File: src/rtl/core/exyzr_pkg.sv
// ----------------------------------------------------------------------------
// exyzr_pkg
// shared widths, cordic constants and parameter defaults of the point rotator
// ----------------------------------------------------------------------------
`default_nettype none

package exyzr_pkg;

  localparam int CORDIC_STAGES_DEF = 16;
  localparam int COORD_WIDTH_DEF   = 32;
  localparam int ANGLE_WIDTH_DEF   = 16;

  // trig values are q2.30, angles are turn units with 2^32 a full turn
  localparam int TRIG_W    = 32;
  localparam int TRIG_FRAC = 30;
  localparam int TURN_W    = 32;

  // low slice of the multiplicand in the split multiply
  localparam int LO_W = 16;

  localparam logic signed [TRIG_W-1:0] GAIN_Q30         = 32'sd652032874;
  localparam logic signed [TURN_W-1:0] TURN_QUARTER     = 32'sh4000_0000;
  localparam logic signed [TURN_W-1:0] TURN_NEG_QUARTER = 32'shC000_0000;

  localparam int ATAN_ENTRIES = 24;

  localparam logic signed [TURN_W-1:0] ATAN_TURNS [ATAN_ENTRIES] = '{
    32'sh20000000, 32'sh12E4051E, 32'sh09FB385B, 32'sh051111D4,
    32'sh028B0D43, 32'sh0145D7E1, 32'sh00A2F61E, 32'sh00517C55,
    32'sh0028BE53, 32'sh00145F2F, 32'sh000A2F98, 32'sh000517CC,
    32'sh00028BE6, 32'sh000145F3, 32'sh0000A2FA, 32'sh0000517D,
    32'sh000028BE, 32'sh0000145F, 32'sh00000A30, 32'sh00000518,
    32'sh0000028C, 32'sh00000146, 32'sh000000A3, 32'sh00000051
  };

endpackage

`default_nettype wire

File: src/rtl/core/exyzr_cordic.sv
// ----------------------------------------------------------------------------
// exyzr_cordic
// pipelined rotation-mode cordic, one micro-rotation per register stage
// ----------------------------------------------------------------------------
`default_nettype none

module exyzr_cordic #(
  parameter int NCS = exyzr_pkg::CORDIC_STAGES_DEF
) (
  input  logic                                    clk,
  input  logic [NCS-1:0]                          adv,
  input  logic signed [exyzr_pkg::TURN_W-1:0]     z_in,
  input  logic                                    flip_in,
  output logic signed [exyzr_pkg::TRIG_W-1:0]     cos_out,
  output logic signed [exyzr_pkg::TRIG_W-1:0]     sin_out
);

  localparam int TW = exyzr_pkg::TRIG_W;
  localparam int ZW = exyzr_pkg::TURN_W;

  logic signed [TW-1:0] xr [NCS];
  logic signed [TW-1:0] yr [NCS];
  logic signed [ZW-1:0] zr [NCS-1];
  logic                 fr [NCS-1];

  for (genvar k = 0; k < NCS; k++) begin : g_stage
    logic signed [TW-1:0] x0, y0, xs, ys, xn, yn;
    logic signed [ZW-1:0] z0;
    logic                 f0;

    if (k == 0) begin : g_first
      assign x0 = exyzr_pkg::GAIN_Q30;
      assign y0 = '0;
      assign z0 = z_in;
      assign f0 = flip_in;
    end else begin : g_next
      assign x0 = xr[k-1];
      assign y0 = yr[k-1];
      assign z0 = zr[k-1];
      assign f0 = fr[k-1];
    end

    assign xs = x0 >>> k;
    assign ys = y0 >>> k;
    // residual angle negative: rotate clockwise
    assign xn = z0[ZW-1] ? x0 + ys : x0 - ys;
    assign yn = z0[ZW-1] ? y0 - xs : y0 + xs;

    if (k < NCS-1) begin : g_mid
      always_ff @(posedge clk) begin
        if (adv[k]) begin
          xr[k] <= xn;
          yr[k] <= yn;
          zr[k] <= z0[ZW-1] ? z0 + exyzr_pkg::ATAN_TURNS[k] : z0 - exyzr_pkg::ATAN_TURNS[k];
          fr[k] <= f0;
        end
      end
    end else begin : g_last
      // undo the half-turn fold
      always_ff @(posedge clk) begin
        if (adv[k]) begin
          xr[k] <= f0 ? -xn : xn;
          yr[k] <= f0 ? -yn : yn;
        end
      end
    end
  end

  assign cos_out = xr[NCS-1];
  assign sin_out = yr[NCS-1];

endmodule

`default_nettype wire

File: config.mk
export PLATFORM = sky130hd
export DESIGN_NAME = exyzr_cordic
export DESIGN_NICKNAME = d
export VERILOG_FILES = /design/src/rtl/core/exyzr_pkg.sv /design/src/rtl/core/exyzr_cordic.sv
export SDC_FILE = /design/constraint.sdc
export NUM_CORES = 2
export LEC_CHECK = 0
export BUFFER_PORTS_ARGS = -buffer_cell sky130_fd_sc_hd__buf_2
export CAP_MARGIN = 30
export CORE_MARGIN = 2
export CORE_UTILIZATION = 55
export CTS_CLUSTER_SIZE = 14
export DETAILED_ROUTE_END_ITERATION = 10
export HOLD_SLACK_MARGIN = 0.1
export PLACE_DENSITY_LB_ADDON = 0.08
export RECOVER_POWER = 100
export SYNTH_ARGS = -nofsm -noshare
export SYNTH_HDL_FRONTEND = slang
export SYNTH_SLANG_ARGS = --single-unit
File: constraint.sdc
create_clock -name clk -period 5.3 [get_ports clk]
set_input_delay 1.06 -clock clk [delete_from_list [all_inputs] [get_ports clk]]
set_output_delay 1.06 -clock clk [all_outputs]
set_load 0.01 [all_outputs]
### After elaboration in Yosys (flattened, before gate mapping)

Memory sizes are Yosys's and may differ from the RTL's.
Index checks and enable logic that the tools add are counted.

| storage, ports and cells | value |
|---|---|
| register bits | 0 |
| memory bits (writable) | 1519 |
| input bits | 50 |
| output and inout bits | 64 |
| logic and storage cells | 176 |
| memories | 4 |

Memories:

| memory | words | width | rd ports | clocked after Yosys merged registers in | wr ports | RTL line | source |
|---|---|---|---|---|---|---|---|
| xr | 16 | 32 | 16 | 0 | 16 | exyzr_cordic.sv:21 | `logic signed [TW-1:0] xr [NCS];` |
| yr | 16 | 32 | 16 | 0 | 16 | exyzr_cordic.sv:22 | `logic signed [TW-1:0] yr [NCS];` |
| zr | 15 | 32 | 15 | 0 | 15 | exyzr_cordic.sv:23 | `logic signed [ZW-1:0] zr [NCS-1];` |
| fr | 15 | 1 | 15 | 0 | 15 | exyzr_cordic.sv:24 | `logic fr [NCS-1];` |

| cells by class | value |
|---|---|
| $add $sub $neg | 92 |
| mux-type cells | 80 |

Operator list:

| operator | number |
|---|---|
| $mux W32 | 48 |
| $add A32 B17 Y32 | 2 |
| $add A32 B18 Y32 | 2 |
| $add A32 B19 Y32 | 2 |
| $add A32 B20 Y32 | 2 |
| $add A32 B21 Y32 | 2 |
| $add A32 B22 Y32 | 2 |
| $add A32 B23 Y32 | 2 |
| $add A32 B24 Y32 | 2 |
| $add A32 B25 Y32 | 2 |
| $add A32 B26 Y32 | 2 |
| $add A32 B27 Y32 | 2 |
| $add A32 B28 Y32 | 2 |
| $add A32 B29 Y32 | 2 |
| $add A32 B30 Y32 | 2 |
| $add A32 B31 Y32 | 2 |
| $neg A32 Y32 | 2 |
| $sub A32 B17 Y32 | 2 |
| $sub A32 B18 Y32 | 2 |
| $sub A32 B19 Y32 | 2 |
| $sub A32 B20 Y32 | 2 |
| $sub A32 B21 Y32 | 2 |
| $sub A32 B22 Y32 | 2 |
| $sub A32 B23 Y32 | 2 |
| 39 further kinds | 78 |

### Logic depth before layout (Yosys ltp)

An unclocked memory read counts as a cell.

| logic depth | value |
|---|---|
| word-level depth | 5 |
| gate-level depth with buffers | 22 |
| depth with buffers taken out | 22 |

### Least setup slack after synthesis

No wires, ideal clock.

| timing path | value |
|---|---|
| path kind | reg-to-reg |
| start | memory xr[1][213] (netlist bit) |
| end | memory yr[1][255] (netlist bit), data pin |
| setup time | 0.263 ns |
| arrival time | 4.689 ns |
| required time | 5.037 ns |
| path slack | 0.348 ns |
| cell stages (with the launch flop) | 20 |
| buffers on the path | 1 |
| period minus slack after synthesis | 4.952 ns |
| cell sequence | edfxtp_1 nor3_1 nand2_1 nor3_1 nand2_1 nor2_1 a21oi_1 xnor2_1 ha_1 clkbuf_1 a21oi_1 nand3_1 a31o_2 a31o_2 xor2_1 or4_4 or3_1 or4_4 o41ai_2 xnor2_1 |

RTL lines:

| what | RTL line |
|---|---|
| start: declaration | exyzr_cordic.sv:21 |
| end: declaration | exyzr_cordic.sv:22 |

==> flow_summary.ini <==
[global_route]
antenna_found_initial = 3
grt_overflow = 0
grt_pass1_wl_mm = 480
grt_max_degree = 90
grt.total_usage = 0.276
grt_pass1_vias = 88300

[yosys]
yosysSeqAreaShare = 0.362
syn_nets = 13400
synth_edf_count = 1400
synth_fa_ha_area_frac = 0.150
synth_warnings = 0
synth.area.top_cells = edfxtp_1 36%, ha_1 14%, xnor2_1 8.7%
synth_top_area_cell = edfxtp_1
synth_top_family_by_area = compound AO/OA/AOI/OAI gates
synth_ff_type = edfxtp_1
synthCells = 12000
synth_seq_cells = 1400
netlist_area_um2 = 116000
yosysTopAreaCellShare = 0.362
synthSimpleGateAreaFrac = 0.129
ys_types = 83
avgSynthCellArea_um2 = 9.67
synthArstFlopShare = 0
synthMuxAreaShare = 0.0104
synth-xor-area-share = 0.133
synth_compound_area_frac = 0.195

[sta]
skew_ns = 0.0411
fin_crit_sh = 0.962
hold_viol_final = 0
worstMarginPinSlew_ns = 4.00
slew_headroom = -1.67
grt_setup_unrepaired = true
max_freq_mhz = 196
finalMaxSlewViolations = 1141
layout_min_cycle_time_ns = 5.10
setup_viol = 0
whs_ns = 0.423

[cells_and_area]
drive_above_1_share = 0.0488
layout_commonest_cell = edfxtp_1
fillers = 18000
nets = 13800
regArea_um2 = 42000
multi_input_area_um2 = 71900
final_cell_mix = 1400 x edfxtp_1, 1323 x a21oi_1, 1314 x ha_1
area_growth_pct = 9.11

[status]
violations = capacitance limit, slew limit
status = finished with violations

[clocking]
clock_path_buffers = 3
clock_sinks = 1400
root_buffer = clkbuf_16
insertion_delay_ns = 0.81
cts_htree_levels = 4
cts_buffers = 161
path_clk_slew_ns = 0.06
cts_tree = done
holdBufCountCts = 0

[critical_path]
crit_start = yr[1][77]
crit_chain = nor2_1 -> nor4b_1 -> nor3b_1 -> nor4bb_1 -> clkbuf_1 -> nor2_1 -> xnor2_1 -> ha_1 -> a21o_1 -> a21oi_1 -> inv_1 -> a221o_1 -> a311oi_2 -> a21oi_1 -> a41oi_1 -> a211o_1 -> o21ai_0 -> xor2_1
cp_slowest_stage_delay_ns = 0.45
cpMaxStageDelayCell = edfxtp_1
cp.required_ns = 5.83
crit_family = compound AO/OA/AOI/OAI gates
worst-path-max-fanout = 6
worst_setup_path_start_kind = register
crit_arrival_ns = 5.63
reg2reg_from = yr[1][77]
crit_path_end_kind = register
path_class = register to register
worst-path-buf-inv = 2

[routing]
drt_wl_total_mm = 305
drc = 0
vias_per_cell = 5.97
drt-wirelength-per-cell_um = 19.9
antenna_left = 0
drt_pass1_iterations = 6
via_count = 91400
initialDrtViolationCount = 6764

[floorplanning]
io_pins = 114
core_um2 = 210000
die_area_um2 = 215000
die_w_um = 464
die_h_um = 464
initial_core_util = 0.554
rows = 168

[place]
hpwl_mm = 245
io_buffers = 113
routabilityCongestion = 0.943

[min_path]
hp-start = fr[1][1]
hold_path_class = register to register

[job]
max_cap_viol_count = 21
## synth_stat cells, types with 225 or more instances
library cell  number
nor2_1          1098
o21a_1           225
edfxtp_1        1400
xnor2_1         1153
a21oi_1         1326
o21ai_0          579
a21o_1           543
xor2_1           612
ha_1            1320
nand2_1          584
nor3_1           317
inv_1            498
## kinds of logic after synthesis
kind of cell,count (synthesis)
AND/OR/NAND/NOR,3118
flip-flops,1400
buffers and inverters,663
adder cells (fa/ha/maj),1364
multiplexers,115
XOR/XNOR,1765
AO/OA/AOI/OAI,3591
## routing by layer
layer	share of wire	wire length (um)	GRT usage	up-vias
met5	0.000066	20	0	-
met4	0.034	10500	0.0935	2
met3	0.046	14000	0.0325	490
met2	0.48	145000	0.476	2201
met1	0.44	135000	0.360	43400
li1	-	-	-	45300
## state kept, by name (all words and copies together) (netlist names)
| signal | cells |
|---|---|
| zr | 448 |
| xr | 456 |
| fr | 15 |
| yr | 481 |
## through the flow
step | setup slack [ns] | setup TNS, ns | instance area [um^2] | std cells | utilization
4_1_cts | 0.0810 | 0 | 127000 | 15300 | 0.605
3_5_place_dp | 0.0661 | 0 | 122000 | 15000 | 0.580
2_1_floorplan | 0.348 | 0 | 116000 | 12000 | -
6_report | 0.203 | 0 | 127000 | 15300 | 0.604
3_3_place_gp | 0.00896 | 0 | 122000 | 15000 | 0.580
5_1_grt | -0.0735 | -0.838 | 127000 | 15300 | 0.604
## final timing paths
kind | cells after the start | to | slack, ns
worst min register to register | 0 | fr[1][2] | 0.42
worst max-delay path | 18 | xr[1][126] | 0.20
worst min-delay path | 0 | fr[1][2] | 0.42
worst max register to register | 18 | xr[1][126] | 0.20
## area by class of cell
class                   count  share of cell area
diodes                      6            0.000118
clock buffers             186              0.0327
clock inverters           106             0.00972
inverters                 500              0.0148
multi-input cells        9953               0.567
flip-flops and latches   1400               0.332
well taps                2805              0.0277
repair buffers            358              0.0165
## timing repair
action / CTS / global route
hold endpoints to repair: 0 / 0
pin swaps: 0 / 1
setup buffers: 0 / 2
setup endpoints to repair: 1 / 36
gates resized for setup: 1 / 51
gates cloned: 0 / 0
Power is left out: the tool's default activity adds up to more than one toggle a clock period on the data nets, which glitch-free logic cannot reach.
